### src/sv/ctlex_pkg.sv
// Token codes, character constants and classification functions of the C-like lexer.
package ctlex_pkg;

    localparam int unsigned MAX_WORD_LENGTH_DEF = 255;
    localparam int unsigned OUT_DEPTH = 4;

    localparam logic [7:0] CH_TAB     = 8'h09;
    localparam logic [7:0] CH_NL      = 8'h0A;
    localparam logic [7:0] CH_SPACE   = 8'h20;
    localparam logic [7:0] CH_DOT     = 8'h2E;
    localparam logic [7:0] CH_AMP     = 8'h26;
    localparam logic [7:0] CH_BAR     = 8'h7C;
    localparam logic [7:0] CH_BANG    = 8'h21;
    localparam logic [7:0] CH_EQ      = 8'h3D;
    localparam logic [7:0] CH_LT      = 8'h3C;
    localparam logic [7:0] CH_GT      = 8'h3E;
    localparam logic [7:0] CH_SEMI    = 8'h3B;
    localparam logic [7:0] CH_LBRACE  = 8'h7B;
    localparam logic [7:0] CH_RBRACE  = 8'h7D;
    localparam logic [7:0] CH_LPAREN  = 8'h28;
    localparam logic [7:0] CH_RPAREN  = 8'h29;
    localparam logic [7:0] CH_COMMA   = 8'h2C;
    localparam logic [7:0] CH_PLUS    = 8'h2B;
    localparam logic [7:0] CH_MINUS   = 8'h2D;
    localparam logic [7:0] CH_STAR    = 8'h2A;
    localparam logic [7:0] CH_SLASH   = 8'h2F;
    localparam logic [7:0] CH_TILDE   = 8'h7E;
    localparam logic [7:0] CH_PERCENT = 8'h25;
    localparam logic [7:0] CH_CARET   = 8'h5E;
    localparam logic [7:0] CH_QUEST   = 8'h3F;
    localparam logic [7:0] CH_COLON   = 8'h3A;
    localparam logic [7:0] CH_EOF     = 8'hFF;

    localparam logic [2:0] OP_NONE = 3'd0;
    localparam logic [2:0] OP_AMP  = 3'd1;
    localparam logic [2:0] OP_BAR  = 3'd2;
    localparam logic [2:0] OP_BANG = 3'd3;
    localparam logic [2:0] OP_EQ   = 3'd4;
    localparam logic [2:0] OP_LT   = 3'd5;
    localparam logic [2:0] OP_GT   = 3'd6;

    localparam logic [1:0] FC_LETTER = 2'd0;
    localparam logic [1:0] FC_DIGIT  = 2'd1;
    localparam logic [1:0] FC_OTHER  = 2'd2;

    localparam logic [5:0] TOK_IDENT   = 6'd0;
    localparam logic [5:0] TOK_NUMLIT  = 6'd1;
    localparam logic [5:0] TOK_BADNUM  = 6'd2;
    localparam logic [5:0] TOK_INT     = 6'd3;
    localparam logic [5:0] TOK_UNKNOWN = 6'd7;
    localparam logic [5:0] TOK_SEMI    = 6'd8;
    localparam logic [5:0] TOK_LBRACE  = 6'd9;
    localparam logic [5:0] TOK_RBRACE  = 6'd10;
    localparam logic [5:0] TOK_LPAREN  = 6'd11;
    localparam logic [5:0] TOK_RPAREN  = 6'd12;
    localparam logic [5:0] TOK_SEP     = 6'd13;
    localparam logic [5:0] TOK_ADD     = 6'd14;
    localparam logic [5:0] TOK_MINUS   = 6'd15;
    localparam logic [5:0] TOK_STAR    = 6'd16;
    localparam logic [5:0] TOK_SLASH   = 6'd17;
    localparam logic [5:0] TOK_TILDE   = 6'd18;
    localparam logic [5:0] TOK_PERCENT = 6'd19;
    localparam logic [5:0] TOK_CARET   = 6'd20;
    localparam logic [5:0] TOK_QUEST   = 6'd21;
    localparam logic [5:0] TOK_LABEL   = 6'd22;
    localparam logic [5:0] TOK_AMP     = 6'd23;
    localparam logic [5:0] TOK_ANDAND  = 6'd24;
    localparam logic [5:0] TOK_BAR     = 6'd25;
    localparam logic [5:0] TOK_OROR    = 6'd26;
    localparam logic [5:0] TOK_BANG    = 6'd27;
    localparam logic [5:0] TOK_NE      = 6'd28;
    localparam logic [5:0] TOK_ASSIGN  = 6'd29;
    localparam logic [5:0] TOK_EQEQ    = 6'd30;
    localparam logic [5:0] TOK_GT      = 6'd31;
    localparam logic [5:0] TOK_GE      = 6'd32;
    localparam logic [5:0] TOK_SHR     = 6'd33;
    localparam logic [5:0] TOK_LT      = 6'd34;
    localparam logic [5:0] TOK_LE      = 6'd35;
    localparam logic [5:0] TOK_SHL     = 6'd36;
    localparam logic [5:0] TOK_EOF     = 6'd37;
    localparam logic [5:0] TOK_NONE    = 6'd0;

    localparam logic [7:0] KW_TEXT [0:3][0:5] = '{
        '{"i", "n", "t", 8'h00, 8'h00, 8'h00},
        '{"i", "f", 8'h00, 8'h00, 8'h00, 8'h00},
        '{"e", "l", "s", "e", 8'h00, 8'h00},
        '{"r", "e", "t", "u", "r", "n"}
    };
    localparam logic [2:0] KW_LEN [0:3] = '{3'd3, 3'd2, 3'd4, 3'd6};

    typedef struct packed {
        logic [5:0] ttype;
        logic [7:0] tlen;
        logic       tlast;
    } tok_t;

    function automatic logic is_letter(input logic [7:0] c);
        return (c >= "a" && c <= "z") || (c >= "A" && c <= "Z");
    endfunction

    function automatic logic is_digit(input logic [7:0] c);
        return c >= "0" && c <= "9";
    endfunction

    function automatic logic [7:0] kw_char(input logic [1:0] k, input logic [2:0] pos);
        logic [7:0] r;
        r = 8'h00;
        if (pos <= 3'd5)
        begin
            r = KW_TEXT[k][pos];
        end
        return r;
    endfunction

    function automatic logic [2:0] prefix_of(input logic [7:0] c);
        logic [2:0] r;
        case (c)
            CH_AMP:  r = OP_AMP;
            CH_BAR:  r = OP_BAR;
            CH_BANG: r = OP_BANG;
            CH_EQ:   r = OP_EQ;
            CH_LT:   r = OP_LT;
            CH_GT:   r = OP_GT;
            default: r = OP_NONE;
        endcase
        return r;
    endfunction

    function automatic logic [5:0] single_code(input logic [2:0] op);
        logic [5:0] r;
        case (op)
            OP_AMP:  r = TOK_AMP;
            OP_BAR:  r = TOK_BAR;
            OP_BANG: r = TOK_BANG;
            OP_EQ:   r = TOK_ASSIGN;
            OP_LT:   r = TOK_LT;
            default: r = TOK_GT;
        endcase
        return r;
    endfunction

    function automatic logic [5:0] pair_code(input logic [2:0] op, input logic [7:0] c);
        logic [5:0] r;
        r = TOK_NONE;
        case (op)
            OP_AMP:  if (c == CH_AMP) r = TOK_ANDAND;
            OP_BAR:  if (c == CH_BAR) r = TOK_OROR;
            OP_BANG: if (c == CH_EQ) r = TOK_NE;
            OP_EQ:   if (c == CH_EQ) r = TOK_EQEQ;
            OP_LT:
            begin
                if (c == CH_EQ) r = TOK_LE;
                else if (c == CH_LT) r = TOK_SHL;
            end
            OP_GT:
            begin
                if (c == CH_EQ) r = TOK_GE;
                else if (c == CH_GT) r = TOK_SHR;
            end
            default: r = TOK_NONE;
        endcase
        return r;
    endfunction

    function automatic logic [5:0] punct_code(input logic [7:0] c);
        logic [5:0] r;
        case (c)
            CH_SEMI:    r = TOK_SEMI;
            CH_LBRACE:  r = TOK_LBRACE;
            CH_RBRACE:  r = TOK_RBRACE;
            CH_LPAREN:  r = TOK_LPAREN;
            CH_RPAREN:  r = TOK_RPAREN;
            CH_COMMA:   r = TOK_SEP;
            CH_PLUS:    r = TOK_ADD;
            CH_MINUS:   r = TOK_MINUS;
            CH_STAR:    r = TOK_STAR;
            CH_SLASH:   r = TOK_SLASH;
            CH_TILDE:   r = TOK_TILDE;
            CH_PERCENT: r = TOK_PERCENT;
            CH_CARET:   r = TOK_CARET;
            CH_QUEST:   r = TOK_QUEST;
            CH_COLON:   r = TOK_LABEL;
            default:    r = TOK_NONE;
        endcase
        return r;
    endfunction

    function automatic logic [5:0] word_class(input logic [31:0] len, input logic [1:0] fcc,
                                              input logic malf, input logic [3:0] kwm);
        logic [5:0] r;
        r = TOK_UNKNOWN;
        for (int k = 3; k >= 0; k--)
        begin
            if (kwm[k] && len == 32'(KW_LEN[k]))
            begin
                r = TOK_INT + 6'(k);
            end
        end
        if (r == TOK_UNKNOWN)
        begin
            if (fcc == FC_LETTER)
            begin
                r = TOK_IDENT;
            end
            else if (fcc == FC_DIGIT)
            begin
                r = malf ? TOK_BADNUM : TOK_NUMLIT;
            end
        end
        return r;
    endfunction

endpackage

### src/sv/c_like_token_lexer_core.sv
// Top level of the C-like lexer: per-byte tokenizer with a small result queue.
//
//  channel  | dir | tdata                                     | tlast
//  s_axis   | in  | [7:0] char_code                           | last_char
//  m_axis   | out | [5:0] token_type, [13:6] token_length     | run_last
//
// One byte is taken per cycle; a byte yields zero, one or two tokens in the same cycle.
// Tokens enter a four-entry queue; s_axis_tready is high while two entries are free.
// Tokens leave one per ready cycle; a steady run of two-token bytes halves the byte rate.
// Reset empties the queue and restores an empty word with no pending operator.
// After the end-of-file byte further bytes are taken and dropped until reset.
module c_like_token_lexer_core #(
    parameter int unsigned MAX_WORD_LENGTH = ctlex_pkg::MAX_WORD_LENGTH_DEF
) (
    input  logic        clk,
    input  logic        rst_n,
    input  logic        s_axis_tvalid,
    output logic        s_axis_tready,
    input  logic [7:0]  s_axis_tdata,   // [7:0] char_code
    input  logic        s_axis_tlast,
    output logic        m_axis_tvalid,
    input  logic        m_axis_tready,
    output logic [15:0] m_axis_tdata,   // [5:0] token_type, [13:6] token_length, [15:14] zero
    output logic        m_axis_tlast
);

    localparam int unsigned WL_W  = $clog2(MAX_WORD_LENGTH + 1);
    localparam int unsigned DEPTH = ctlex_pkg::OUT_DEPTH;
    localparam int unsigned PTR_W = $clog2(DEPTH);
    localparam int unsigned CNT_W = $clog2(DEPTH + 1);

    logic [2:0]      pend_reg, pend_next;
    logic [WL_W-1:0] wlen_reg, wlen_next;
    logic [1:0]      fcc_reg, fcc_next;
    logic            malf_reg, malf_next;
    logic [3:0]      kwm_reg, kwm_next;
    logic            ended_reg, ended_next;

    ctlex_pkg::tok_t  fifo_reg [DEPTH];
    logic [PTR_W-1:0] wr_reg, rd_reg;
    logic [CNT_W-1:0] cnt_reg, cnt_next;

    ctlex_pkg::tok_t slot [2];
    logic [1:0]      n_tok;
    logic            accept, pop;

    logic [7:0] c;
    logic [5:0] pc;
    logic [2:0] pfx;
    logic [5:0] pct;
    logic       consumed, is_stop;

    assign accept = s_axis_tvalid && s_axis_tready;
    assign pop    = m_axis_tvalid && m_axis_tready;
    assign s_axis_tready = cnt_reg <= CNT_W'(DEPTH - 2);

    always_comb
    begin
        c          = s_axis_tdata;
        pc         = ctlex_pkg::pair_code(pend_reg, c);
        pfx        = ctlex_pkg::prefix_of(c);
        pct        = ctlex_pkg::punct_code(c);
        consumed   = 1'b0;
        is_stop    = 1'b0;
        pend_next  = pend_reg;
        wlen_next  = wlen_reg;
        fcc_next   = fcc_reg;
        malf_next  = malf_reg;
        kwm_next   = kwm_reg;
        ended_next = ended_reg;
        n_tok      = 2'd0;
        slot[0]    = '0;
        slot[1]    = '0;

        if (!ended_reg)
        begin
            if (pend_reg != ctlex_pkg::OP_NONE)
            begin
                if (pc != ctlex_pkg::TOK_NONE)
                begin
                    slot[n_tok[0]].ttype = pc;
                    slot[n_tok[0]].tlen  = 8'd2;
                    consumed = 1'b1;
                end
                else
                begin
                    slot[n_tok[0]].ttype = ctlex_pkg::single_code(pend_reg);
                    slot[n_tok[0]].tlen  = 8'd1;
                end
                n_tok = n_tok + 2'd1;
                pend_next = ctlex_pkg::OP_NONE;
            end

            if (!consumed)
            begin
                is_stop = (c == ctlex_pkg::CH_EOF) || (c == ctlex_pkg::CH_SPACE)
                          || (c == ctlex_pkg::CH_NL) || (pfx != ctlex_pkg::OP_NONE)
                          || (pct != ctlex_pkg::TOK_NONE);
                if (is_stop && wlen_next != '0)
                begin
                    slot[n_tok[0]].ttype = ctlex_pkg::word_class(32'(wlen_next), fcc_next,
                                                                 malf_next, kwm_next);
                    slot[n_tok[0]].tlen  = (32'(wlen_next) > 32'd255) ? 8'd255 : 8'(wlen_next);
                    n_tok     = n_tok + 2'd1;
                    wlen_next = '0;
                    fcc_next  = ctlex_pkg::FC_LETTER;
                    malf_next = 1'b0;
                    kwm_next  = 4'hF;
                end

                if (c == ctlex_pkg::CH_EOF)
                begin
                    slot[n_tok[0]].ttype = ctlex_pkg::TOK_EOF;
                    slot[n_tok[0]].tlen  = 8'd0;
                    n_tok      = n_tok + 2'd1;
                    ended_next = 1'b1;
                end
                else if (pfx != ctlex_pkg::OP_NONE)
                begin
                    pend_next = pfx;
                end
                else if (pct != ctlex_pkg::TOK_NONE)
                begin
                    slot[n_tok[0]].ttype = pct;
                    slot[n_tok[0]].tlen  = 8'd1;
                    n_tok = n_tok + 2'd1;
                end
                else if (!is_stop && c != ctlex_pkg::CH_TAB)
                begin
                    if (wlen_reg == '0)
                    begin
                        fcc_next = ctlex_pkg::is_letter(c) ? ctlex_pkg::FC_LETTER :
                                   (ctlex_pkg::is_digit(c) ? ctlex_pkg::FC_DIGIT :
                                    ctlex_pkg::FC_OTHER);
                    end
                    if (!ctlex_pkg::is_digit(c) && c != ctlex_pkg::CH_DOT)
                    begin
                        malf_next = 1'b1;
                    end
                    for (int k = 0; k < 4; k++)
                    begin
                        if (32'(wlen_reg) >= 32'(ctlex_pkg::KW_LEN[k])
                            || ctlex_pkg::kw_char(2'(k), wlen_reg[2:0]) != c)
                        begin
                            kwm_next[k] = 1'b0;
                        end
                    end
                    if (32'(wlen_reg) < MAX_WORD_LENGTH)
                    begin
                        wlen_next = wlen_reg + 1'b1;
                    end
                end
            end

            if (s_axis_tlast && !ended_next)
            begin
                if (wlen_next != '0)
                begin
                    slot[n_tok[0]].ttype = ctlex_pkg::word_class(32'(wlen_next), fcc_next,
                                                                 malf_next, kwm_next);
                    slot[n_tok[0]].tlen  = (32'(wlen_next) > 32'd255) ? 8'd255 : 8'(wlen_next);
                    n_tok     = n_tok + 2'd1;
                    wlen_next = '0;
                    fcc_next  = ctlex_pkg::FC_LETTER;
                    malf_next = 1'b0;
                    kwm_next  = 4'hF;
                end
                if (pend_next != ctlex_pkg::OP_NONE)
                begin
                    slot[n_tok[0]].ttype = ctlex_pkg::single_code(pend_next);
                    slot[n_tok[0]].tlen  = 8'd1;
                    n_tok     = n_tok + 2'd1;
                    pend_next = ctlex_pkg::OP_NONE;
                end
            end
        end

        if (n_tok == 2'd1)
        begin
            slot[0].tlast = 1'b1;
        end
        else if (n_tok == 2'd2)
        begin
            slot[1].tlast = 1'b1;
        end

        cnt_next = cnt_reg - CNT_W'(pop);
        if (accept)
        begin
            cnt_next = cnt_next + CNT_W'(n_tok);
        end
    end

    always_ff @(posedge clk or negedge rst_n)
    begin
        if (!rst_n)
        begin
            pend_reg  <= ctlex_pkg::OP_NONE;
            wlen_reg  <= '0;
            fcc_reg   <= ctlex_pkg::FC_LETTER;
            malf_reg  <= 1'b0;
            kwm_reg   <= 4'hF;
            ended_reg <= 1'b0;
            wr_reg    <= '0;
            rd_reg    <= '0;
            cnt_reg   <= '0;
        end
        else
        begin
            if (accept)
            begin
                pend_reg  <= pend_next;
                wlen_reg  <= wlen_next;
                fcc_reg   <= fcc_next;
                malf_reg  <= malf_next;
                kwm_reg   <= kwm_next;
                ended_reg <= ended_next;
                wr_reg    <= wr_reg + PTR_W'(n_tok);
            end
            if (pop)
            begin
                rd_reg <= rd_reg + 1'b1;
            end
            cnt_reg <= cnt_next;
        end
    end

    always_ff @(posedge clk)
    begin
        if (accept && n_tok != 2'd0)
        begin
            fifo_reg[wr_reg] <= slot[0];
        end
        if (accept && n_tok == 2'd2)
        begin
            fifo_reg[wr_reg + 1'b1] <= slot[1];
        end
    end

    assign m_axis_tvalid = cnt_reg != '0;
    assign m_axis_tdata  = {2'b00, fifo_reg[rd_reg].tlen, fifo_reg[rd_reg].ttype};
    assign m_axis_tlast  = fifo_reg[rd_reg].tlast;

endmodule

### config.mk
export PLATFORM = sky130hd
export DESIGN_NAME = c_like_token_lexer_core
export DESIGN_NICKNAME = d
export VERILOG_FILES = /design/src/sv/ctlex_pkg.sv /design/src/sv/c_like_token_lexer_core.sv
export SDC_FILE = /design/constraint.sdc
export NUM_CORES = 1
export LEC_CHECK = 0
export BUFFER_PORTS_ARGS = -buffer_cell sky130_fd_sc_hd__buf_4
export CORE_ASPECT_RATIO = 1.4
export CORE_UTILIZATION = 62
export DETAILED_ROUTE_END_ITERATION = 10
export PLACE_DENSITY = 0.8
export SLEW_MARGIN = 15
export SYNTH_ARGS = -nofsm -noshare
export SYNTH_HDL_FRONTEND = slang
export SYNTH_SLANG_ARGS = --single-unit
### constraint.sdc
create_clock -name clk -period 7.1 [get_ports clk]
set_input_delay 1.065 -clock clk [delete_from_list [all_inputs] [get_ports clk]]
set_output_delay 1.065 -clock clk [all_outputs]
set_load 0.02 [all_outputs]
==> impl_metrics.ini <==
[power_and_ir_drop]
leakagePower_nw = 2.992
irDropWorstVdd_v = 0.0001177
clock_power_share = 0.332
p_seq_frac = 0.411
powerDensity_mw_per_mm2 = 185.4
switching_share = 0.3221
combPwrFrac = 0.257
p_switching_w = 0.0004741
intPower_w = 0.0009981

[floorplanning]
die_h_um = 131.2
fp.dieArea_mm2 = 0.01237
coreArea_mm2 = 0.01145
start_util = 0.6453
die_w_um = 94.28
io_pins = 32
fp-row-count = 46

[sta]
hold_violations = 0
layout_setup_ws_ns = 0.8634
rsz0062_at_grt = false
post-route-period-util = 0.8784
setup_viol = 0
slew_violations = 0
tns_ns = 0
slew_headroom = 0.3026
clock_skew_ns = 0.01269
worst_pin_slew_ns = 1.038
finalCriticalPeriod_ns = 6.237
max_freq_mhz = 160.3

[drt]
routed_wl_mm = 22.84
ant_nets = 0
drc_errors = 0
viasPerCell = 7.282
first_pass_iters = 6
vias = 6954
wl_per_cell_um = 23.91
dr.first_iter.drc_count = 688

[place]
gp_congestion = 1.016
port_buffers = 29
dp_slack_ns = 0.5945
dpl.hpwl_mm = 17.07

[min_path]
worstHoldEndpoint = kwm_reg[2]
hold_class = reg2reg
worstHoldStart = kwm_reg[2]
holdPathStages = 2

[worst_setup_path]
cp.arrival_ns = 6.33
cp_max_fo = 27
crit_required_ns = 7.19
end_kind = flip-flop
crit_type = in2reg
reg2reg_depth = 16
reg2reg_from = wlen_reg[1]
startpoint_type = input port
rrSetupSlack_ns = 1.27
r2r-end = fifo_reg[2][13]

[synthesis]
syn_inst = 808
yosysTopAreaCell = edfxtp_1
ys_seq_elements = 86
synth_flop_cell = edfxtp_1
syn-cell-area_mm2 = 0.007391
ys_async_sr_fraction = 0.3023
ys_top_cells_by_count = nand2_1, nor2_1, edfxtp_1
yosysUniqueCellTypes = 103
netlist.area_leader.share = 0.2438
avgSynthCellArea_um2 = 9.147
yosysMostFrequentCell = nand2_1
seq_area_frac_synth = 0.3325
yosys_warnings = 0
synth_edf_count = 60
yosys-top-cells-area = edfxtp_1, dfrtp_1, mux2i_1

[global_routing]
grt_pass1_vias = 6671
grt_max_degree = 35
grt_first_pass_wirelength_mm = 35.80
grt_overflow = 0
track_usage = 0.3759
antenna_found_initial = 0

[cells_and_area]
syn2layout_area_growth_pct = 7.466
largest_register_ffs = 60
fillerInstances = 873
multiInputGateArea_mm2 = 0.004568
fin_nets = 833
diodes = 0
seq_area_mm2 = 0.002457
layout-drive-gt1-share = 0.1492

[cts]
cts.sinks = 86
htree_num_levels = 3
clkSlewWorstSetupHoldPaths_ns = 0.07
cts_buffer_depth = 2
ctsResizeCount = 0
clk_latency_ns = 0.35
postCtsSetupRepairBufs = 0
cts_tree = yes
numCtsBuffers = 9
cts_root_buffer = clkbuf_16
postCtsHoldBufs = 0

[run]
max_cap_violations = 0

[outcome]
outcome = finished clean
[layout make-up]
class	count	share of cell area
multi-input combinational	639	0.5751
inverter	25	0.01181
tap	144	0.02268
clock inverter	7	0.01008
clock buffer	9	0.02836
timing repair buffer	45	0.04253
sequential	86	0.3094
[worst max-delay path by stage]
stage | endpoint | startpoint | slack (ns) | cells past startpoint
2_1_floorplan | fifo_reg[0][0] | s_axis_tdata[2] | 0.94 | 18
3_3_place_gp | fifo_reg[2][13] | s_axis_tdata[2] | 0.93 | 18
3_5_place_dp | fifo_reg[2][13] | s_axis_tdata[2] | 0.59 | 18
4_1_cts | fifo_reg[2][13] | s_axis_tdata[2] | 0.96 | 18
5_1_grt | fifo_reg[2][13] | s_axis_tdata[2] | 0.44 | 18
6_report | fifo_reg[2][13] | s_axis_tdata[2] | 0.86 | 18
[through the flow]
| stage | hold slack [ns] | std cells | total power (W) | area, um^2 | util |
|---|---|---|---|---|---|
| floorplan | 0.4842 | 809 | 0.0008759 | 7395 | - |
| global placement | 0.5001 | 939 | 0.0009810 | 7637 | 0.6668 |
| detailed placement | 0.5060 | 939 | 0.0009922 | 7637 | 0.6668 |
| CTS | 0.5168 | 955 | 0.001472 | 7943 | 0.6935 |
| global route | 0.5334 | 955 | 0.001531 | 7943 | 0.6935 |
| finish | 0.5217 | 955 | 0.001472 | 7943 | 0.6935 |
[power groups by stage]
stage                     Sequential, W  Clock, W  Combinational, W
after floorplan                0.000566         0          0.000310
after global placement         0.000616         0          0.000365
after detailed placement       0.000617         0          0.000375
after CTS                      0.000606  0.000489          0.000377
after global routing           0.000610  0.000513          0.000409
final                          0.000605  0.000489          0.000379
[cells in the final DEF (no fill, tap or decap), drive strengths merged, types with 14 or more instances in the layout]
cell type,instances
a21oi,41
a31oi,25
buf,45
dfrtp,22
edfxtp,60
inv,28
mux2i,56
mux4,15
nand2,82
nand3,28
nor2,63
nor3,28
nor4,14
o21ai,48
o22ai,14
[layer usage]
| layer | vias to the layer above | share of wire | track usage |
|---|---|---|---|
| li1 | 3129 | - | - |
| met1 | 3300 | 0.36 | 0.4233 |
| met2 | 424 | 0.51 | 0.6530 |
| met3 | 101 | 0.066 | 0.05613 |
| met4 | 0 | 0.066 | 0.2248 |
| met5 | - | 0 | 0 |
[cells by family (layout without fill, tap and decap cells)]
| kind of cell | count (synthesis) | in the layout | share of synthesized area |
|---|---|---|---|
| compound gates | 231 | 231 | 0.2247 |
| xor+xnor | 18 | 18 | 0.02133 |
| fa+ha+maj | 14 | 14 | 0.02472 |
| buf+inv | 84 | 86 | 0.05180 |
| flops | 86 | 86 | 0.3325 |
| mux | 76 | 76 | 0.1297 |
| other cells | 1 | 2 | 0.0005074 |
| simple gates | 298 | 298 | 0.2148 |
[critical path, cell delays in order]
cell and delay, ns:
buf_4 0.27, nor2_1 0.14, and4_1 0.25, o21ai_2 0.24
o2111ai_2 0.36, o21ai_1 0.46, inv_1 0.15, ha_1 0.51
inv_1 0.15, xnor2_1 0.17, nor2_1 0.39, nor2_1 0.19
a22oi_4 0.31, mux2i_2 0.57, inv_1 0.24, nand4b_1 0.16
buf_4 0.29, mux2_2 0.38
Note: power is estimated with default switching activity, not from simulation.
